### src/rtl/tbdp_ram.sv
// ----------------------------------------------------------------------------
// tbdp_ram
// Generic single write port, single read port RAM with registered read
// (read returns the old contents on a same-address write).
// ----------------------------------------------------------------------------
module tbdp_ram #(
  parameter int unsigned WIDTH = 2,
  parameter int unsigned DEPTH = 1024,
  parameter int unsigned AW    = (DEPTH > 1) ? $clog2(DEPTH) : 1
) (
  input  logic             clk_i,
  input  logic             we_i,
  input  logic [AW-1:0]    waddr_i,
  input  logic [WIDTH-1:0] wdata_i,
  input  logic             re_i,
  input  logic [AW-1:0]    raddr_i,
  output logic [WIDTH-1:0] rdata_o
);

  logic [WIDTH-1:0] mem_q [DEPTH];
  logic [WIDTH-1:0] rdata_q;

  always_ff @(posedge clk_i) begin
    if (we_i) begin
      mem_q[waddr_i] <= wdata_i;
    end
    if (re_i) begin
      rdata_q <= mem_q[raddr_i];
    end
  end

  assign rdata_o = rdata_q;

endmodule

### config.mk
export PLATFORM = sky130hd
export DESIGN_NAME = tbdp_ram
export DESIGN_NICKNAME = d
export VERILOG_FILES = /design/src/rtl/tbdp_ram.sv
export SDC_FILE = /design/constraint.sdc
export NUM_CORES = 2
export LEC_CHECK = 0
export BUFFER_PORTS_ARGS = -buffer_cell sky130_fd_sc_hd__clkbuf_2
export CAP_MARGIN = 20
export CORE_UTILIZATION = 50
export DETAILED_ROUTE_END_ITERATION = 16
export HOLD_SLACK_MARGIN = 0.06
export PLACE_DENSITY = 0.65
export SLEW_MARGIN = 30
export SYNTH_ARGS = -nofsm -noshare
export SYNTH_HDL_FRONTEND = slang
export SYNTH_SLANG_ARGS = --single-unit
### constraint.sdc
create_clock -name clk_i -period 3.4 [get_ports clk_i]
set_input_delay 0.51 -clock clk_i [delete_from_list [all_inputs] [get_ports clk_i]]
set_output_delay 0.51 -clock clk_i [all_outputs]
set_load 0.01 [all_outputs]
==> reports/results.txt <==
layout cell share with drive strength beyond 1: 24.5%
Post-synth EDFFs: 2,050
Syn Std Cell Area: 83,800 sq um
Most used DFF post-synth: edfxtp_1
first-pass GRT wire length: 332,000 um
element type at the critical path end: register
Critical Path Fanout Max: 2
First-pass DRT Iterations: 5
fmax: 0.313 GHz
CTS resizes: 0
CTS buffer count: 200
clk sink count: 2,050
Fillers: 12,236
hpwl dp: 140,000 um
Buf+Inv Stages, Crit Path: 0
Buffers on Ports: 26
Finished Core Util: 58.0%
grt ovf: 0
status: finished clean
post-synthesis sequential area ratio: 73.5%
static leakage: 29.9 nW
CP Cell Sequence: mux4_2 -> mux4_2 -> nand2_1 -> or4b_1 -> nand4_1 -> o31ai_1 -> o31ai_1 -> nand4_1
drt drc: 0
Layout area overhead: 14.7%
Pwr per Cell Area: 557 nW/um^2
slowest cell on the critical path: or4b_1
vias in the first global route: 47,007
Yosys Warn Count: 0
Setup CP Type: register to register
Worst EP arrival: 3.75 ns
library cells used by synthesis: 65
nets@finish: 5,092
H-tree depth: 4
Die ar.: 169,000 sq um
clock-pin slew on the worst setup and hold paths: 0.06 ns
max cap viols: 0
Crit path required time: 3.95 ns
cell family with most CP delay: simple AND/OR/NAND/NOR gates
wire per inst: 31.4 um
Setup violations, final: 0
drt total wl: 234,000 um
clock share of power: 42.4%
Row Count: 149
Vias: 47,000
syn nets: 4,818
Slew Limit Fails: 0
endpoints failing hold: 0
maximum vdd drop: 0.563 mV
Startpoint Class: register
Comb power frac: 5.6%
I/O pin cnt: 27
die width: 411 um
1st-iter DRT viols: 7,157
sw frac: 21.6%
Max-slew headroom: 22.4%
core box area: 166,000 sq um
Die Height: 411 um
post-route ant nets: 0
Cells after DPL: 7,052
Seq pwr share: 52.0%
via/cell ratio: 6.32
RSZ-0062 raised after global routing: no
GRT Total Usage: 27.7%
Starting Density: 50.5%
Mean Syn Cell Area: 17.5 sq um
period utilization: 94.1%
Total Neg Setup Slack: 0 ns
TritonCTS clock tree: done
async set-reset flop share out of synthesis: 0%
Max stage delay on crit path: 0.52 ns
Max Root-Sink Buffers: 3
Internal Power: 42.0 mW
Hold WC Path Type: input port to register
fin crit period: 3.20 ns
switching pwr: 11.5 mW
worst-margin pin slew: 1.16 ns
GPL Wtd Cong: 0.879
synthesized netlist cell count: 4,793
worst skew pair latency: 0.85 ns
largest net degree at the start of global routing: 133
Final Skew: 0.0266 ns
initial antenna violation count: 15
FF+latch count, synth: 2,050
non-filler cells, final: 7,432
Root Buffer: clkbuf_16
==> area by class of cell <==
cell class              count  area, sq um  share of cell area [%]
diodes                      1         2.50                 0.00260
clock buffers             232         5190                    5.40
clock inverters           145         1540                    1.60
inverters                   6         26.3                  0.0273
multi-input cells        2341        20500                    21.4
flip-flops and latches   2050        61600                    64.1
well taps                2189         2740                    2.85
repair buffers            468         4510                    4.69
==> cells in the mapped netlist, types with 33 or more instances <==
| master | number | area [sq um] |
|---|---|---|
| a22oi_1 | 45 | 338 |
| clkbuf_1 | 239 | 897 |
| o21ai_0 | 36 | 180 |
| buf_6 | 33 | 372 |
| nor2_1 | 1054 | 3960 |
| mux2i_1 | 205 | 2050 |
| o22ai_1 | 45 | 282 |
| nand2_1 | 96 | 360 |
| a21oi_1 | 70 | 350 |
| mux4_2 | 449 | 10100 |
| buf_1 | 54 | 203 |
| o221ai_1 | 82 | 718 |
| edfxtp_1 | 2050 | 61600 |
| nor3_1 | 45 | 225 |
| nand3_1 | 39 | 195 |
==> flip-flops by register name, summed over array words and instances, names as in the netlist <==
signal / count
mem_q: 2048
rdata_o: 2
==> cell usage in the layout (no fill, tap or decap), types with 5 or more instances in the layout <==
cell type,count
o31ai_1,5
nor4_1,9
nor2b_1,9
a22o_1,13
nand2_1,90
clkinv_1,40
clkinv_2,53
mux2i_1,205
nor3_1,43
mux2_2,8
buf_12,81
clkbuf_2,19
nand4_1,13
edfxtp_1,2050
mux4_2,449
o22ai_1,45
a221oi_1,13
a211oi_1,13
nand3_1,15
bufinv_16,27
nand3_4,24
nor2_1,1052
nand2b_1,7
clkinvlp_4,10
clkbuf_1,29
clkbuf_16,203
nor3b_1,9
o21ai_0,36
and3_1,8
inv_6,6
o221ai_1,82
a31oi_1,7
buf_4,363
and2_1,5
a22oi_1,45
a21oi_1,70
==> logic make-up after synthesis <==
| logic type | after synthesis | share of synthesized area [%] |
|---|---|---|
| buffers and inverters | 402 | 2.49 |
| multiplexers | 664 | 14.7 |
| flip-flops | 2050 | 73.5 |
| AO/OA/AOI/OAI | 353 | 2.98 |
| AND/OR/NAND/NOR | 1324 | 6.40 |
==> repair_timing <==
action	4_1_cts	5_1_grt
buffers inserted	0	0
endpoints found under the hold margin	2	0
endpoints found under the setup margin	0	0
hold buffers	1	0
==> per-layer routing <==
layer  global-route usage, %  part of all wire [%]  vias up
met5                       0                 0.041        -
met3                    7.31                    11      405
met1                    38.6                    38    24456
met2                    42.8                    47     2642
met4                    8.96                   3.2       14
li1                        -                     -    19483
==> stage by stage <==
step,hold WS [ns],power (mW),setup WS (ns),cell area (sq um)
after floorplan,0.609,29.8,0.391,83800
after global placement,0.890,31.3,-0.642,89300
after detailed placement,0.871,31.3,-0.604,89300
after CTS,0.0680,53.7,0.219,96100
after global routing,0.0971,54.8,0.143,96100
final,0.114,53.5,0.200,96100
==> power by group through the flow <==
stage / registers (mW) / clock network (mW) / logic [mW]
final: 27.8 / 22.7 / 2.99
after global routing: 27.8 / 23.8 / 3.12
after floorplan: 28.4 / 0 / 1.45
after global placement: 28.4 / 0 / 2.94
after CTS: 27.8 / 22.9 / 2.97
after detailed placement: 28.4 / 0 / 2.96
==> final timing paths <==
kind / end / start / slack [ns] / cells past startpoint
hold reg to reg: rdata_o[0] / mem_q[310][0] / 1.18 / 6
setup / recovery: rdata_o[1] / mem_q[151][1] / 0.20 / 8
setup reg to reg: rdata_o[1] / mem_q[151][1] / 0.20 / 8
hold / removal: mem_q[1022][1] / wdata_i[1] / 0.11 / 1
No activity file was read; power rests on OpenSTA's default activity.
