===== config.mk =====
export PLATFORM = sky130hd
export DESIGN_NAME = tbdp_clear
export DESIGN_NICKNAME = d
export VERILOG_FILES = /design/src/rtl/tbdp_clear.sv
export SDC_FILE = /design/constraint.sdc
export NUM_CORES = 1
export LEC_CHECK = 0
export BUFFER_PORTS_ARGS = -buffer_cell sky130_fd_sc_hd__buf_2
export CAP_MARGIN = 25
export CELL_PAD_IN_SITES_DETAIL_PLACEMENT = 1
export CELL_PAD_IN_SITES_GLOBAL_PLACEMENT = 1
export CORE_UTILIZATION = 41
export CTS_BUF_LIST = sky130_fd_sc_hd__clkbuf_8
export DETAILED_ROUTE_END_ITERATION = 7
export PLACE_DENSITY = 0.89
export SYNTH_ARGS = -nofsm -noshare
export SYNTH_HDL_FRONTEND = slang
export SYNTH_SLANG_ARGS = --single-unit
export TNS_END_PERCENT = 20

===== constraint.sdc =====
create_clock -name clk_i -period 1.8 [get_ports clk_i]
set_input_delay 0.18 -clock clk_i [delete_from_list [all_inputs] [get_ports clk_i]]
set_output_delay 0.18 -clock clk_i [all_outputs]
set_load 0.02 [all_outputs]

===== src/rtl/tbdp_clear.sv =====
// ----------------------------------------------------------------------------
// tbdp_clear
// Post-reset sweep counter; walks every table index once so the tables can
// be loaded with their reset values.
// ----------------------------------------------------------------------------
module tbdp_clear #(
  parameter int unsigned CLEAR_LEN = 16384,
  parameter int unsigned CW        = (CLEAR_LEN > 1) ? $clog2(CLEAR_LEN) : 1
) (
  input  logic          clk_i,
  input  logic          rst_ni,
  output logic          active_o,
  output logic [CW-1:0] idx_o
);

  logic          active_q, active_d;
  logic [CW-1:0] cnt_q, cnt_d;

  // Advance until the last index has been written
  always_comb begin
    active_d = active_q;
    cnt_d    = cnt_q;
    if (active_q) begin
      if (32'(cnt_q) == 32'(CLEAR_LEN - 1)) begin
        active_d = 1'b0;
      end else begin
        cnt_d = cnt_q + CW'(1);
      end
    end
  end

  always_ff @(posedge clk_i or negedge rst_ni) begin
    if (!rst_ni) begin
      active_q <= 1'b1;
      cnt_q    <= '0;
    end else begin
      active_q <= active_d;
      cnt_q    <= cnt_d;
    end
  end

  assign active_o = active_q;
  assign idx_o    = cnt_q;

endmodule


==> flow_summary_export.csv, run 1 <==
group,metric,value,unit
run_status,status,"completed",
yosys,syn_area_per_cell,11.08,um^2
sta,tns,0,ns
placement,hpwl,1198,um
detailed_routing,via_per_inst,5.804,
cts,cts_made_buffers,3,
detailed_routing,detail-route-antenna-nets,0,
critical_path,slowest_delay,0.46,ns
global_routing,grt_pass1_wl,2753,um
global_routing,overflow,0,
critical_path,start_kind,"register",
global_routing,grt_usage,21.07,%
cts,tritoncts,"done",
detailed_routing,dr.first_iter.drc_count,9,
critical_path,cp_num_buf_inv,0,
critical_path,cpMaxStageDelayCell,"or3_1",
yosys,yosysWarnings,0,
cts,cts_sinks,15,
finish,drive_gt1_share,30.23,%
cts,clockRootBuffer,"clkbuf_8",
sta,min_period,1.676,ns
cts,postCtsSetupBuffers,0,
yosys,synth-seq-cells,15,
yosys,async_reset_ff_share,100.0,%
sta,setup_viol,0,
pwr,ir_drop,0.4454,mV
sta,timing.fmax,596.7,MHz
yosys,ys_seq_area_share,54.83,%
yosys,synth_area_leaders,"dfrtp_1 (51%), xnor2_1 (6.4%), dfstp_2 (3.8%)",
cts,worst_skew_pair.late_latency,0.25,ns
critical_path,cp.arrival,1.85,ns
pwr,power_frac_comb,1.4,%
finish,multi_input_area,291.5,um^2
global_routing,grt_max_degree,16,
cts,cts_max_path_buffers,2,
sta,fin_crit_sh,93.10,%
finish,insertedDiodeCount,0,
yosys,synth_top_cell_by_area,"dfrtp_1",
pwr,power_switching,123.6,uW
worst_hold_path,hp-class,"input port to asynchronous set/reset pin",
finish,final_cell_area,860.8,um^2
yosys,synth_nets,65,
cts,cts_resized,0,
global_routing,antenna_found_initial,0,
floorplan,fp-row-count,14,
critical_path,critPathTopFamily,"simple AND/OR/NAND/NOR gates",
floorplan,die-area,1843,um^2
floorplan,io_pins,17,
sta,finalHoldViolations,0,
yosys,syn_inst,62,
floorplan,die_h,42.93,um
yosys,synth_edf_count,0,
critical_path,cp-end-kind,"register",
critical_path,crit_required,1.97,ns
yosys,ys_top_cells_by_count,"dfrtp_1 (14), nand3_1 (5), nor2_1 (5), xnor2_1 (5), nand4_1 (4)",
pwr,p_per_area,713.6,nW/um^2
detailed_routing,drtPass1Iterations,2,
pwr,switching_share,20.12,%
sta,fin_skew,0.001535,ns
floorplan,fp.dieW,42.93,um
critical_path,cp_max_fo,5,
detailed_routing,vias,592,
floorplan,start_util,44.56,%
global_routing,grt_pass1_vias,604,
pwr,leakage,0.0004404,uW
pwr,p_seq_share,54.9,%
cts,cts.htree.levels,1,
sta,tightest_slew,0.4419,ns
cts,path_clk_slew,0.06,ns
finish,nets,90,
placement,port-buffer-count,16,
critical_path,worst-path-stages,5,
sta,rsz0062_at_grt,"no",
sta,worst_slew_margin_rel,70.54,%
yosys,yosys.area.top_type_share,51.00,%
pwr,p_int,490.7,uW
critical_path,r2r_cells,5,
detailed_routing,drcViolationCount,0,
placement,gp_congestion,0.7002,
yosys,syn_area,686.9,um^2
finish,fillers,183,
critical_path,worstSetupPathType,"register to register",
floorplan,core-area,1541,um^2
critical_path,path_cells,"ha_1 -> nand3_1 -> or3_1 -> nor3b_1 -> xor2_1",
placement,dpl_cell_area,805.8,um^2
pwr,clockPowerShare,43.6,%
detailed_routing,drt-total-wl,1606,um
yosys,synth_most_common_cell,"dfrtp_1",
detailed_routing,wl_per_cell,15.75,um
yosys,synth_ff_type,"dfrtp_1",
run,drv_cap,0,
finish,register_area,376.6,um^2
finish,syn2layout_area_growth,25.32,%
yosys,synthDistinctLibCells,24,
sta,slew_violations,0,
==> state kept, by name (all words and copies together) (netlist names) <==
name      count
active_o      1
idx_o        14
==> placed cells by master (no fill, tap or decap), drive strengths merged, types with 2 or more instances in the layout <==
cell,n
nand3,5
inv,3
dfrtp,14
nor3,2
clkbuf,3
a21oi,3
a31oi,3
nand4,4
xnor2,5
buf,20
xor2,3
nor2,5
nand2,3
==> layout make-up <==
class	count	area share, %
multi-input combinational	44	33.87
timing repair buffer	21	13.95
sequential	15	43.75
clock buffer	3	4.797
tap	16	2.326
inverter	2	0.8721
clock inverter	1	0.4360
==> per-layer routing <==
metal / wire length, um / vias up / global-route usage [%] / part of all wire (%)
li1: - / 273 / - / -
met1: 687 / 295 / 24.93 / 43
met2: 796 / 19 / 32.42 / 50
met3: 72 / 5 / 4.681 / 4.5
met4: 49 / 0 / 16.97 / 3.1
met5: 0 / - / 0 / 0
==> kinds of logic after synthesis <==
| kind of cell | count (synthesis) | synth area share, % |
|---|---|---|
| simple gates | 24 | 18.58 |
| compound gates | 10 | 10.20 |
| flops | 15 | 54.83 |
| fa+ha+maj | 1 | 1.821 |
| xor+xnor | 8 | 10.20 |
| buf+inv | 3 | 2.733 |
| mux | 1 | 1.639 |
==> power groups by stage <==
stage               logic, uW  registers (uW)  clock network, uW
floorplan           0.0000997             343                  0
global placement         7.45             343                  0
detailed placement       7.75             343                  0
CTS                      9.42             337                277
global route             10.7             337                292
finish                   8.78             337                268
==> final timing paths <==
kind	from	endpoint	slack, ns
min in group clk_i	idx_o[5]	idx_o[5]	0.51
worst min-delay path	rst_ni	idx_o[7]	0.36
worst min register to register	idx_o[5]	idx_o[5]	0.51
worst max register to register	idx_o[1]	idx_o[8]	0.12
max in group asynchronous	rst_ni	active_o	1.14
worst max-delay path	idx_o[1]	idx_o[8]	0.12
==> stage by stage <==
stage                     setup slack [ns]  std cells  util [%]  hold WS (ns)  total power, uW
after CTS                          0.08420        102     55.84        0.3707            623.7
after floorplan                     0.1040         62         -       -0.1156            343.5
after detailed placement           0.09534         97     52.27        0.1042            351.1
after global routing              0.004496        102     55.84        0.4012            639.6
final                               0.1241        102     55.84        0.3591            614.3
after global placement              0.1418         97     52.27       0.09771            350.8
==> repair_timing <==
item	in CTS	in global routing
setup endpoints to repair	0	1
endpoints found under the hold margin	14	0
hold buffers	1	0
Note: power is estimated with default switching activity, not from simulation.
==> run 2: changes to the inputs <==
RECOVER_POWER = 50   (was unset)
==> run 2 against run 1 <==
Total power hardly changed. First-iteration DRC count decreased by 11%. Clock-buffer cell count is the same. Non-clock buffer count unchanged. Via count rose by 0.51%. Register-to-register slack about the same. Sequential power about the same. Fmax increased by 0.33%. Combinational power is 4.1% lower. Critical endpoint unchanged. Largest power group unchanged.
==> flow_summary_export.csv, run 2 (synthesized netlist as in run 1, its figures left out) <==
group,metric,value,unit
sta,fin_ws,0.1296,ns
critical_path,worstSetupPathType,"register to register",
sta,slew_violations,0,
floorplan,core-area,1541,um^2
run,drv_cap,0,
pwr,p_seq_share,55.0,%
finish,nets,90,
pwr,switching_share,20.11,%
pwr,power_frac_comb,1.4,%
placement,hpwl,1198,um
global_routing,grt_usage,21.07,%
finish,syn2layout_area_growth,24.04,%
pwr,p_per_area,720.4,nW/um^2
sta,tightest_slew,0.8135,ns
pwr,power_switching,123.4,uW
sta,worst_slew_margin_rel,45.77,%
floorplan,die_h,42.93,um
sta,tns,0,ns
finish,drive_gt1_share,22.09,%
cts,cts_resized,0,
detailed_routing,detail-route-antenna-nets,0,
sta,timing.fmax,598.7,MHz
finish,layout_commonest_cell,"dfrtp_1",
global_routing,overflow,0,
sta,fin_skew,0.002275,ns
pwr,leakage,0.0004111,uW
detailed_routing,drt-total-wl,1604,um
cts,cts_sinks,15,
finish,largest_reg_flops,14,
critical_path,crit_required,1.97,ns
global_routing,grt_pass1_vias,604,
placement,place_ws,0.09534,ns
cts,cts.htree.levels,1,
run_status,status,"completed",
sta,fin_crit_sh,92.80,%
pwr,ir_drop,0.4458,mV
sta,min_period,1.670,ns
detailed_routing,wl_per_cell,15.73,um
sta,finalHoldViolations,0,
pwr,clockPowerShare,43.7,%
detailed_routing,vias,595,
global_routing,grt_pass1_wl,2753,um
cts,clockRootBuffer,"clkbuf_8",
finish,mostFrequentLayoutCells,"dfrtp_1 (14), buf_2 (9), clkbuf_1 (7)",
global_routing,grt_max_degree,16,
critical_path,cp_max_fo,5,
cts,cts_made_buffers,3,
critical_path,start_kind,"register",
floorplan,io_pins,17,
critical_path,cp-end-kind,"register",
cts,worst_skew_pair.late_latency,0.25,ns
worst_hold_path,hp-class,"register to register",
detailed_routing,dr.first_iter.drc_count,8,
placement,port-buffer-count,16,
placement,gp_congestion,0.7002,
global_routing,antenna_found_initial,0,
detailed_routing,via_per_inst,5.833,
detailed_routing,drtPass1Iterations,4,
pwr,total_power,613.8,uW
detailed_routing,drcViolationCount,0,
finish,insertedDiodeCount,0,
floorplan,die-area,1843,um^2
sta,rsz0062_at_grt,"no",
pwr,p_int,490.4,uW
floorplan,fp.dieW,42.93,um
floorplan,fp-row-count,14,
cts,path_clk_slew,0.06,ns
floorplan,start_util,44.56,%
cts,cts_max_path_buffers,2,
sta,setup_viol,0,
cts,tritoncts,"done",
critical_path,cp.arrival,1.84,ns
run 2: critical path: stages, from the launching register on:
cell and delay (ns):
dfrtp_1 0.39, ha_1 0.22, nand3_1 0.11, or3_1 0.45, nor3b_1 0.25, xor2_1 0.17
run 2: through the flow:
step | util (%) | instance area [um^2] | cells | hold WS, ns
6_report | 55.28 | 852.1 | 102 | 0.5180
5_1_grt | 55.28 | 852.1 | 102 | 0.5487
4_1_cts | 55.84 | 860.8 | 102 | 0.3707
3_5_place_dp | 52.27 | 805.8 | 97 | 0.1042
3_3_place_gp | 52.27 | 805.8 | 97 | 0.09771
2_1_floorplan | - | 686.9 | 62 | -0.1156
run 2: layout make-up:
class | instances | area, um^2
repair buffers | 21 | 111.4
flip-flops and latches | 15 | 376.6
clock inverters | 1 | 3.754
clock buffers | 3 | 41.29
multi-input cells | 44 | 291.5
inverters | 2 | 7.507
well taps | 16 | 20.02
fillers | 189 | 689.4
run 2: timing repair:
action,in CTS,in global routing
setup buffers,0,0
endpoints found under the hold margin,14,0
endpoints found under the setup margin,0,1
hold buffers,1,0
run 2: metal layers:
layer | vias to the layer above | part of all wire, % | track usage, %
li1 | 272 | - | -
met1 | 297 | 41 | 24.93
met2 | 21 | 51 | 32.42
met3 | 5 | 5.0 | 4.681
met4 | 0 | 3.1 | 16.97
met5 | - | 0 | 0
run 2: path summary, 6_finish.rpt:
kind,depth (start not counted),from,to,slack (ns)
min reg2reg,1,idx_o[5],idx_o[5],0.52
max in group asynchronous,2,rst_ni,idx_o[0],0.76
max reg2reg,5,idx_o[1],idx_o[8],0.13
min in group asynchronous,2,rst_ni,idx_o[7],0.53
max,5,idx_o[1],idx_o[8],0.13
min,1,idx_o[5],idx_o[5],0.52
run 2: power groups by stage:
| stage | clock, uW | combinational [uW] | sequential [uW] |
|---|---|---|---|
| 6_report | 268 | 8.42 | 337 |
| 5_1_grt | 292 | 10.4 | 337 |
| 4_1_cts | 277 | 9.42 | 337 |
| 3_5_place_dp | 0 | 7.75 | 343 |
| 3_3_place_gp | 0 | 7.45 | 343 |
| 2_1_floorplan | 0 | 0.0000997 | 343 |
