===== config.mk =====
export PLATFORM = sky130hd
export DESIGN_NAME = tbdp_fifo
export DESIGN_NICKNAME = d
export VERILOG_FILES = /design/src/rtl/tbdp_pkg.sv /design/src/rtl/tbdp_fifo.sv
export SDC_FILE = /design/constraint.sdc
export NUM_CORES = 1
export LEC_CHECK = 0
export ABC_AREA = 1
export BUFFER_PORTS_ARGS = -buffer_cell sky130_fd_sc_hd__buf_2
export CAP_MARGIN = 20
export CELL_PAD_IN_SITES_DETAIL_PLACEMENT = 1
export CELL_PAD_IN_SITES_GLOBAL_PLACEMENT = 1
export CORE_MARGIN = 2
export CORE_UTILIZATION = 45
export CTS_CLUSTER_SIZE = 40
export DETAILED_ROUTE_END_ITERATION = 7
export GPL_TIMING_DRIVEN = 0
export HOLD_SLACK_MARGIN = 0.15
export PLACE_DENSITY = 0.79
export REMOVE_ABC_BUFFERS = 1
export SYNTH_ARGS = -nofsm -noshare
export SYNTH_HDL_FRONTEND = slang
export SYNTH_SLANG_ARGS = --single-unit

===== constraint.sdc =====
create_clock -name clk_i -period 4 [get_ports clk_i]
set_input_delay 0 -clock clk_i [delete_from_list [all_inputs] [get_ports clk_i]]
set_output_delay 0 -clock clk_i [all_outputs]
set_load 0.01 [all_outputs]

===== src/rtl/tbdp_pkg.sv =====
// ----------------------------------------------------------------------------
// tbdp_pkg
// Shared types, codes, defaults and helpers of the tournament branch
// direction predictor.
// ----------------------------------------------------------------------------
package tbdp_pkg;

  // Default table geometry
  localparam int unsigned BimodEntriesDef  = 1024;
  localparam int unsigned ChoiceEntriesDef = 1024;
  localparam int unsigned HistoryRegsDef   = 1;
  localparam int unsigned PhtColumnsDef    = 64;
  localparam int unsigned HistoryBitsDef   = 8;

  // Result queue
  localparam int unsigned FifoDepth = 4;
  localparam int unsigned FifoPtrW  = 2;
  localparam int unsigned FifoCntW  = 3;

  // Predictor modes (six and seven are unused codes)
  typedef enum logic [2:0] {
    MODE_PERFECT   = 3'd0,
    MODE_TAKEN     = 3'd1,
    MODE_NOT_TAKEN = 3'd2,
    MODE_BIMODAL   = 3'd3,
    MODE_TWO_LEVEL = 3'd4,
    MODE_COMBINED  = 3'd5
  } mode_e;

  localparam logic [2:0] ModeReset = 3'd5;

  // Item opcodes
  localparam logic OP_LOOKUP = 1'b0;
  localparam logic OP_UPDATE = 1'b1;

  // 2-bit counter values
  localparam logic [1:0] CtrMin        = 2'd0;
  localparam logic [1:0] CtrWeakTaken  = 2'd2;
  localparam logic [1:0] CtrMax        = 2'd3;

  // One result item
  typedef struct packed {
    logic       predict_taken;
    logic       bimod_prediction;
    logic       twolevel_prediction;
    logic       choice_prediction;
    logic [7:0] history_row;
  } result_t;

  // Saturating 2-bit counter step
  function automatic logic [1:0] train(input logic [1:0] ctr, input logic up);
    logic [1:0] res;
    if (up) begin
      res = (ctr == CtrMax) ? CtrMax : ctr + 2'd1;
    end else begin
      res = (ctr == CtrMin) ? CtrMin : ctr - 2'd1;
    end
    return res;
  endfunction

endpackage


===== src/rtl/tbdp_fifo.sv =====
// ----------------------------------------------------------------------------
// tbdp_fifo
// Small result queue between the lookup pipeline and the output channel.
// Reports its fill level so the input side can reserve room.
// ----------------------------------------------------------------------------
module tbdp_fifo (
  input  logic                              clk_i,
  input  logic                              rst_ni,
  input  logic                              push_i,
  input  tbdp_pkg::result_t                 push_data_i,
  output logic                              valid_o,
  input  logic                              ready_i,
  output tbdp_pkg::result_t                 data_o,
  output logic [tbdp_pkg::FifoCntW-1:0]     count_o
);

  tbdp_pkg::result_t                 buf_q [tbdp_pkg::FifoDepth];
  logic [tbdp_pkg::FifoPtrW-1:0]     wr_ptr_q, rd_ptr_q;
  logic [tbdp_pkg::FifoCntW-1:0]     cnt_q;
  logic                              pop;

  assign pop = valid_o && ready_i;

  // Storage, no reset needed
  always_ff @(posedge clk_i) begin
    if (push_i) begin
      buf_q[wr_ptr_q] <= push_data_i;
    end
  end

  // Pointers and fill level
  always_ff @(posedge clk_i or negedge rst_ni) begin
    if (!rst_ni) begin
      wr_ptr_q <= '0;
      rd_ptr_q <= '0;
      cnt_q    <= '0;
    end else begin
      if (push_i) begin
        wr_ptr_q <= wr_ptr_q + tbdp_pkg::FifoPtrW'(1);
      end
      if (pop) begin
        rd_ptr_q <= rd_ptr_q + tbdp_pkg::FifoPtrW'(1);
      end
      if (push_i && !pop) begin
        cnt_q <= cnt_q + tbdp_pkg::FifoCntW'(1);
      end else if (!push_i && pop) begin
        cnt_q <= cnt_q - tbdp_pkg::FifoCntW'(1);
      end
    end
  end

  assign valid_o = (cnt_q != '0);
  assign data_o  = buf_q[rd_ptr_q];
  assign count_o = cnt_q;

endmodule


==> impl_metrics.py, run 1 <==
metrics = {
    "detailed_routing": {
        "routed-via-count": 1481,
        "drt_iter0_drc": 97,
        "drtAntennaViolNets": 0,
        "drt-total-wl_microns": 4714,
        "detail_route.drc_violations": 0,
        "detail_route.first_pass.iterations": 4,
        "wire_per_inst_microns": 15.16,
        "via_per_inst": 4.762,
    },
    "sta": {
        "final_period_minus_worst_setup_slack_ns": 1.985,
        "rsz0062_at_grt": "false",
        "finalCritPeriodShare": 0.4964,
        "setup-tns-final_ns": 0,
        "hold_viol": 0,
        "worstMarginPinSlew_ns": 0.8294,
        "maxSlewViolCount": 0,
        "timing.max_slew.rel_slack": 0.4463,
        "maxClockFrequency_mhz": 503.7,
        "fin_worst_hold_slack_ns": 0.4265,
        "clock-skew-final_ns": 0.008502,
        "setup-violations-final": 0,
    },
    "final_layout": {
        "antenna_cells": 0,
        "layout.nets": 262,
        "layoutNonFillerInstCount": 311,
        "flow.area_growth_from_synthesis_pct": 19.60,
        "post_route_cells_drive_above_1_share": 0.2199,
    },
    "pwr": {
        "power_density_mw_per_mm2": 675.0,
        "share_seq_of_total_power": 0.441,
        "total_power_mw": 1.917,
        "worst_ir_drop_vdd_v": 0.0002931,
        "clkPwrFrac": 0.197,
        "leak_pwr_nw": 1.240,
        "switchingPower_mw": 0.7143,
        "p_int_mw": 1.203,
        "switching_share": 0.3726,
        "power.share.combinational": 0.362,
    },
    "setup_path": {
        "critical_path.startpoint_type": "register",
        "critical_path.max_stage_delay_ns": 0.45,
        "cp_data_arrival_time_ns": 2.24,
        "timing_worst_setup_path_type": "reg2reg",
        "crit_path_cell_trace": "nor2_1 > nand2_1 > nand2_1 > ha_1 > inv_1 > fa_1 > inv_1 > nand2_1 > nand3_1 > nand2_1 > nand2_1",
        "cpMostUsedCell": "nand2_1",
        "critical_path.endpoint_type": "register",
        "endpoint_required_time_on_the_critical_path_ns": 4.26,
        "critical_path.max_fanout": 5,
        "crit_path_top_delay_cell": "dfrtp_1",
    },
    "die": {
        "die_area_sq_mm": 0.005874,
        "chip_width_microns": 76.65,
        "initial_util": 0.4650,
        "core_region_area_sq_mm": 0.005107,
        "io-pin-count": 32,
        "fp.dieH_microns": 76.65,
        "row_count": 26,
    },
    "grt": {
        "grt_pass1_wl_microns": 7776,
        "grt_overflow": 0,
        "grt_antenna_before_repair": 0,
        "via_count_of_the_first_global_routing_pass": 1603,
        "pin_count_of_the_biggest_net_entering_global_routing": 50,
        "groute.usage.overall": 0.1738,
    },
    "clock_tree": {
        "cts_max_path_buffers": 2,
        "post-cts-setup-buffer-count": 0,
        "worst_skew_pair.late_latency_ns": 0.31,
        "cts_max_level": 2,
        "tritoncts": "built",
        "cts_resized": 0,
        "cts.sink_count": 55,
        "cts_root_buf": "clkbuf_8",
        "clkSlewWorstSetupHoldPaths_ns": 0.10,
        "cts_inserted_buffers": 5,
    },
    "outcome": {
        "outcome": "finished clean",
    },
    "logic_synthesis": {
        "post_synth_num_cell_types": 20,
        "async_reset_ff_frac": 0.1273,
        "syn-mean-instance-area_sq_um": 12.24,
        "yosys-top-cells-area": "edfxtp_1 (61%), nand2_1 (8.9%), dfrtp_1 (7.4%)",
        "postSynthRegisterBits": 55,
        "synth.top_cells.by_count": "nand2_1 (56), edfxtp_1 (48), inv_1 (31)",
        "syn-instance-count": 194,
        "synth_seq_area_share": 0.6807,
        "synth_largest_area_cell": "edfxtp_1",
        "dominant_cell_by_count_in_the_synthesized_netlist": "nand2_1",
        "most_instantiated_flip_flop_cell_in_the_synthesis_netlist": "edfxtp_1",
        "synthDominantCellAreaShare": 0.6070,
        "synth.cell_area_sq_mm": 0.002375,
        "yosysWarningCount": 0,
        "synth_edf_count": 48,
    },
    "min_path": {
        "hold_path.class": "in2reg",
    },
    "placement": {
        "dp.cells": 287,
        "post-dp-hpwl_microns": 3021,
        "buffer_ports.inserted": 31,
        "gp_routability_congestion": 0.7642,
    },
    "job": {
        "drv_cap": 0,
    },
}
==> worst paths after layout <==
kind | endpoint | cells past startpoint | slack [ns] | from
worst min-delay path | buf_q[1][9] | 2 | 0.43 | push_data_i[9]
worst max-delay path | count_o[2] | 11 | 2.01 | count_o[0]
min in group asynchronous | rd_ptr_q[1] | 3 | 0.68 | rst_ni
worst max register to register | count_o[2] | 11 | 2.01 | count_o[0]
worst min register to register | count_o[2] | 2 | 0.51 | count_o[2]
max in group asynchronous | rd_ptr_q[0] | 3 | 3.05 | rst_ni
==> sequential cells by signal, summed over array words and instances, names as in the netlist <==
name / cells
rd_ptr_q: 2
wr_ptr_q: 2
buf_q: 48
count_o: 3
==> kinds of logic after synthesis <==
logic type | share of synthesized area
AO/OA/AOI/OAI | 0.09694
XOR/XNOR | 0.007378
adder cells (fa/ha/maj) | 0.03477
buffers and inverters | 0.08114
flip-flops | 0.6807
AND/OR/NAND/NOR | 0.09905
==> cell type report <==
class | count | area [sq um]
Fill cell | 567 | 2267
Clock buffer | 5 | 68.82
Tap cell | 70 | 87.58
Sequential cell | 55 | 1617
Timing Repair Buffer | 47 | 315.3
Multi-Input combinational cell | 94 | 565.5
Clock inverter | 3 | 47.55
Inverter | 37 | 138.9
==> metrics by stage <==
step                area, sq um  utilization  setup slack, ns
CTS                        2840       0.5561            2.112
finish                     2840       0.5561            2.015
detailed placement         2564       0.5020            2.142
global placement           2564       0.5020            2.230
global route               2840       0.5561            1.920
floorplan                  2321            -            2.259
==> per-layer routing <==
layer,GRT usage,part of all wire
met4,0.07818,0.026
met1,0.2070,0.44
met5,0,0
met2,0.3035,0.51
met3,0.03555,0.023
==> critical path, delay by kind of cell, from the launching register on <==
kind | cells | cell delay, ns
buffers and inverters | 2 | 0.18
AND/OR/NAND/NOR | 7 | 0.70
adder cells (fa/ha/maj) | 2 | 0.60
flip-flops | 1 | 0.45
==> cells in the final DEF, fill, tap and decap left out <==
cell type      Yosys  layout
inv_2              5       5
nand2_1           56      56
ha_1               5       5
bufinv_16          0       1
nand3_1            3       3
o211ai_2           9       9
inv_1             31      31
xnor2_1            1       1
buf_2              4      31
xor2_1             1       1
nand4_1            1       1
dfrtp_1            7       7
nor2_1             1       1
dlygate4sd3_1      0      16
inv_6              0       1
fa_1               1       1
clkinv_1           1       1
edfxtp_1          48      48
clkinv_4           0       1
o211ai_1          15      15
clkbuf_8           0       5
o21ai_1            1       1
==> power groups by stage <==
stage	clock network, mW	registers, mW	logic (mW)
after detailed placement	0	0.859	0.691
after global placement	0	0.852	0.653
final	0.377	0.846	0.694
after floorplan	0	0.841	0.445
after global routing	0.405	0.864	0.788
after CTS	0.386	0.846	0.703
==> repair_timing <==
action / CTS / global route
hold buffers: 16 / 0
setup endpoints to repair: 0 / 0
endpoints found under the hold margin: 59 / 0
(Power assumes the default switching activity.)
==> inputs of run 2 (changes only) <==
CORE_UTILIZATION = 41   (was 45)
PLACE_DENSITY = 0.75   (was 0.79)
clock period = 1.6 ns   (was 4 ns; I/O delays follow)
==> impl_metrics.py, run 2 (synthesized netlist as in run 1, its figures left out) <==
metrics = {
    "clock_tree": {
        "cts.sink_count": 55,
        "cts_root_buf": "clkbuf_8",
        "cts_max_path_buffers": 2,
        "worst_skew_pair.late_latency_ns": 0.31,
        "cts_inserted_buffers": 5,
        "tritoncts": "built",
        "clkSlewWorstSetupHoldPaths_ns": 0.10,
        "cts_max_level": 2,
    },
    "pwr": {
        "total_power_mw": 4.824,
        "worst_ir_drop_vdd_v": 0.0007363,
        "switchingPower_mw": 1.868,
        "switching_share": 0.3871,
        "leak_pwr_nw": 1.230,
        "clkPwrFrac": 0.168,
        "power_density_mw_per_mm2": 1661,
        "share_seq_of_total_power": 0.440,
        "power.share.combinational": 0.392,
        "p_int_mw": 2.957,
    },
    "final_layout": {
        "finish.instance_area_sq_mm": 0.002904,
        "post_route_cells_drive_above_1_share": 0.2869,
        "flow.area_growth_from_synthesis_pct": 22.29,
        "largest_reg_flops": 48,
        "mostFrequentLayoutCells": "nand2_1 (52), edfxtp_1 (48), buf_2 (31), inv_1 (27), dlygate4sd3_1 (16)",
        "mostFrequentLayoutCell": "nand2_1",
        "largest-register": "buf_q",
        "layoutNonFillerInstCount": 316,
        "antenna_cells": 0,
        "layout.nets": 265,
        "fill_cells": 610,
    },
    "setup_path": {
        "critical_path.endpoint_type": "register",
        "timing_worst_setup_path_type": "reg2reg",
        "crit-reg2reg-capture": "count_o[1]",
        "endpoint_required_time_on_the_critical_path_ns": 1.86,
        "critical_path.max_fanout": 2,
        "setup.worst_path.start": "count_o[0]",
        "cp_data_arrival_time_ns": 1.88,
        "endpoint": "count_o[1]",
        "worstRegToRegCells": 8,
        "critical_path.startpoint_type": "register",
        "setup.reg_to_reg.worst_slack_ns": -0.02,
        "timing.rr.start": "count_o[0]",
    },
    "die": {
        "core_region_area_sq_mm": 0.005540,
        "fp.dieH_microns": 80.11,
        "io-pin-count": 32,
        "die_area_sq_mm": 0.006417,
        "chip_width_microns": 80.11,
        "row_count": 27,
        "initial_util": 0.4286,
    },
    "detailed_routing": {
        "detail_route.first_pass.iterations": 4,
        "wire_per_inst_microns": 14.35,
        "routed-via-count": 1490,
        "drt_iter0_drc": 96,
        "drt-total-wl_microns": 4536,
        "via_per_inst": 4.715,
        "drtAntennaViolNets": 0,
        "detail_route.drc_violations": 0,
    },
    "grt": {
        "grt_antenna_before_repair": 0,
        "grt_pass1_wl_microns": 7334,
        "grt_overflow": 0,
        "groute.usage.overall": 0.1541,
        "pin_count_of_the_biggest_net_entering_global_routing": 50,
        "via_count_of_the_first_global_routing_pass": 1533,
    },
    "placement": {
        "dpl-instance-area_sq_mm": 0.002566,
        "buffer_ports.inserted": 31,
        "gp_routability_congestion": 0.7139,
        "dp.cells": 289,
        "post-dp-hpwl_microns": 2723,
    },
    "sta": {
        "setup-violations-final": 2,
        "worstMarginPinSlew_ns": 0.5555,
        "final_period_minus_worst_setup_slack_ns": 1.625,
        "timing.max_slew.rel_slack": 0.6292,
        "maxClockFrequency_mhz": 615.5,
        "clock-skew-final_ns": 0.003851,
        "final_worst_setup_slack_ns": -0.02462,
        "setup-tns-final_ns": -0.04416,
        "finalCritPeriodShare": 1.015,
        "hold_viol": 0,
        "maxSlewViolCount": 0,
        "rsz0062_at_grt": "true",
    },
    "outcome": {
        "outcome": "complete, but fails checks",
        "failed_checks": "negative setup slack",
    },
    "min_path": {
        "hold_path.class": "in2reg",
    },
    "job": {
        "drv_cap": 0,
    },
}
-- run 2: how the worst min path moves through the flow --
stage	to	cells after the start	from
floorplan	count_o[0]	0	rst_ni
global placement	count_o[1]	1	rst_ni
detailed placement	count_o[1]	1	rst_ni
CTS	buf_q[3][1]	2	push_data_i[1]
global route	buf_q[1][7]	2	push_data_i[7]
finish	buf_q[2][0]	2	push_data_i[0]
-- run 2: repair_timing --
action / 4_1_cts / 5_1_grt
hold endpoints to repair: 60 / 0
gates resized for setup: 12 / 11
setup endpoints to repair: 14 / 34
hold buffers: 16 / 0
setup buffers: 3 / 0
pin swaps: 3 / 7
-- run 2: through the flow --
stage	hold slack [ns]	util	worst slack [ns]
5_1_grt	0.4471	0.5242	-0.1381
3_3_place_gp	-0.1563	0.4632	-0.1742
3_5_place_dp	-0.1531	0.4632	-0.2026
6_report	0.4343	0.5242	-0.02462
4_1_cts	0.4281	0.5194	0.01251
2_1_floorplan	-0.2956	-	-0.1414
-- run 2: power by group through the flow --
| stage | Combinational (mW) | Clock [mW] | Sequential, mW |
|---|---|---|---|
| detailed placement | 1.71 | 0 | 2.14 |
| global route | 2.15 | 0.885 | 2.17 |
| finish | 1.89 | 0.811 | 2.12 |
| global placement | 1.65 | 0 | 2.13 |
| CTS | 1.86 | 0.835 | 2.11 |
| floorplan | 1.11 | 0 | 2.10 |
-- run 2: cell type report --
cell class	count	area [sq um]	share of cell area
repair buffers	50	337.8	0.1163
well taps	72	90.09	0.03102
flip-flops and latches	55	1619	0.5575
multi-input cells	94	598.1	0.2059
inverters	37	163.9	0.05644
clock buffers	5	68.82	0.02370
clock inverters	3	26.28	0.009048
-- run 2: layer usage --
metal | wire length (microns) | track usage
met4 | 40 | 0.04068
met3 | 167 | 0.04157
met1 | 1929 | 0.1876
met2 | 2398 | 0.2700
met5 | 0 | 0
-- run 2: worst max-delay path: stages, from the launching register on --
cell and delay, ns:
dfrtp_1 0.42, nor2_2 0.15, nand2_2 0.07, nand2_2 0.09, ha_4 0.15, inv_4 0.04, fa_2 0.52, nand2_1 0.07
nand2_1 0.06
==> inputs of run 3 (changes only) <==
CORE_UTILIZATION = 45   (was 41)
PLACE_DENSITY = 0.79   (was 0.75)
SETUP_SLACK_MARGIN = 0.05   (was not set)
clock period = 1.9 ns   (was 1.6 ns; I/O delays follow)
==> impl_metrics.py, run 3 (synthesized netlist as in run 1, its figures left out) <==
metrics = {
    "clock_tree": {
        "cts_inserted_buffers": 5,
        "cts_root_buf": "clkbuf_8",
        "clkSlewWorstSetupHoldPaths_ns": 0.10,
        "cts_max_path_buffers": 2,
        "cts.sink_count": 55,
        "cts_max_level": 2,
        "tritoncts": "built",
        "worst_skew_pair.late_latency_ns": 0.32,
    },
    "setup_path": {
        "setup.worst_path.start": "count_o[1]",
        "critical_path.endpoint_type": "register",
        "endpoint": "count_o[2]",
        "critical_path.max_fanout": 5,
        "worstRegToRegCells": 10,
        "cp_data_arrival_time_ns": 1.94,
        "crit_path_top_delay_cell": "dfrtp_1",
        "endpoint_required_time_on_the_critical_path_ns": 2.11,
        "critical_path.max_stage_delay_ns": 0.42,
        "critical_path.startpoint_type": "register",
        "crit_path_cell_trace": "nor2_2 > nand2_2 > nand2_2 > ha_2 > inv_1 > fa_2 > nand2_1 > nand3_1 > nand2_1 > nand2_1",
        "timing.rr.start": "count_o[1]",
        "setup.reg_to_reg.worst_slack_ns": 0.17,
        "timing_worst_setup_path_type": "reg2reg",
        "crit-reg2reg-capture": "count_o[2]",
        "cpMostUsedCell": "nand2_1",
    },
    "pwr": {
        "power_density_mw_per_mm2": 1430,
        "worst_ir_drop_vdd_v": 0.0006341,
        "leak_pwr_nw": 1.247,
        "total_power_mw": 4.106,
    },
    "final_layout": {
        "largest_reg_flops": 48,
        "layout.nets": 264,
        "fill_cells": 561,
        "final_util": 0.5622,
        "mostFrequentLayoutCell": "nand2_1",
        "post_route_cells_drive_above_1_share": 0.2510,
        "multiInputGateArea_sq_um": 578.1,
        "flow.area_growth_from_synthesis_pct": 20.92,
        "largest-register": "buf_q",
        "antenna_cells": 0,
        "mostFrequentLayoutCells": "nand2_1 (54), edfxtp_1 (48), inv_1 (31), buf_2 (31), dlygate4sd3_1 (16)",
        "layout.area.seq_sq_mm": 0.001618,
        "finish.instance_area_sq_mm": 0.002872,
        "layoutNonFillerInstCount": 313,
    },
    "die": {
        "io-pin-count": 32,
        "fp.dieH_microns": 76.65,
        "initial_util": 0.4650,
        "row_count": 26,
        "chip_width_microns": 76.65,
        "core_region_area_sq_mm": 0.005107,
        "die_area_sq_mm": 0.005874,
    },
    "detailed_routing": {
        "drt_iter0_drc": 109,
        "wire_per_inst_microns": 15.09,
        "detail_route.drc_violations": 0,
        "detail_route.first_pass.iterations": 4,
        "via_per_inst": 4.744,
        "drt-total-wl_microns": 4722,
        "drtAntennaViolNets": 0,
        "routed-via-count": 1485,
    },
    "sta": {
        "timing.max_slew.rel_slack": 0.6219,
        "clock-skew-final_ns": 0.006963,
        "rsz0062_at_grt": "false",
        "setup-violations-final": 0,
        "fin_worst_hold_slack_ns": 0.4262,
        "maxSlewViolCount": 0,
        "final_period_minus_worst_setup_slack_ns": 1.735,
        "maxClockFrequency_mhz": 576.5,
        "setup-tns-final_ns": 0,
        "final_worst_setup_slack_ns": 0.1654,
        "hold_viol": 0,
        "worstMarginPinSlew_ns": 0.5665,
        "finalCritPeriodShare": 0.9129,
    },
    "min_path": {
        "hold_path.class": "in2reg",
    },
    "placement": {
        "post-dp-hpwl_microns": 3021,
        "buffer_ports.inserted": 31,
        "dpl-instance-area_sq_mm": 0.002564,
        "dp_slack_ns": 0.04229,
        "dp.cells": 287,
        "gp_routability_congestion": 0.7642,
    },
    "job": {
        "drv_cap": 0,
    },
    "grt": {
        "grt_overflow": 0,
        "grt_antenna_before_repair": 0,
        "grt_pass1_wl_microns": 7728,
        "pin_count_of_the_biggest_net_entering_global_routing": 50,
        "groute.usage.overall": 0.1720,
        "via_count_of_the_first_global_routing_pass": 1598,
    },
    "outcome": {
        "outcome": "finished clean",
    },
}
-- run 3: cell types whose count changed in the layout (fill, tap and decap cells not counted), moves of 2 or more --
cell,change
inv_1,+4
nand2_1,+2
inv_6,-2
clkinvlp_4,-2
nand2_2,-2
-- run 3: worst min path at each step --
stage,from,end,cells after the start
3_3_place_gp,rst_ni,count_o[2],1
2_1_floorplan,rst_ni,count_o[0],0
5_1_grt,push_data_i[1],buf_q[2][1],2
3_5_place_dp,rst_ni,count_o[2],1
6_report,push_data_i[9],buf_q[1][9],2
4_1_cts,push_data_i[6],buf_q[0][6],2
-- run 3: layout make-up --
type,count,area share
sequential,55,0.5634
timing repair buffer,49,0.1150
inverter,37,0.04924
multi-input combinational,94,0.2013
tap,70,0.03050
clock inverter,3,0.01656
clock buffer,5,0.02397
-- run 3: critical path: cells and delay by family (launching register included) --
| kind | cells | cell delay, ns |
|---|---|---|
| buffers and inverters | 1 | 0.08 |
| and+or+nand+nor | 7 | 0.58 |
| adders and majority gates | 2 | 0.55 |
| DFF | 1 | 0.42 |
-- run 3: routing by layer --
layer	up-vias	track usage	routed length, microns
met4	0	0.07273	106
met5	-	0	0
met3	9	0.03555	126
met1	705	0.2094	2075
met2	28	0.2973	2413
li1	743	-	-
-- run 3: timing repair --
| action | in CTS | in global routing |
|---|---|---|
| hold endpoints to repair | 59 | 0 |
| endpoints found under the setup margin | 6 | 4 |
| hold buffers | 16 | 0 |
| setup buffers | 1 | 1 |
| pin swaps | 0 | 1 |
| resized for setup | 1 | 6 |
-- run 3: power by group --
part	internal, mW	switching [mW]
Sequential	1.61	0.166
Combinational	0.566	0.969
Clock	0.400	0.396
Total	2.58	1.53
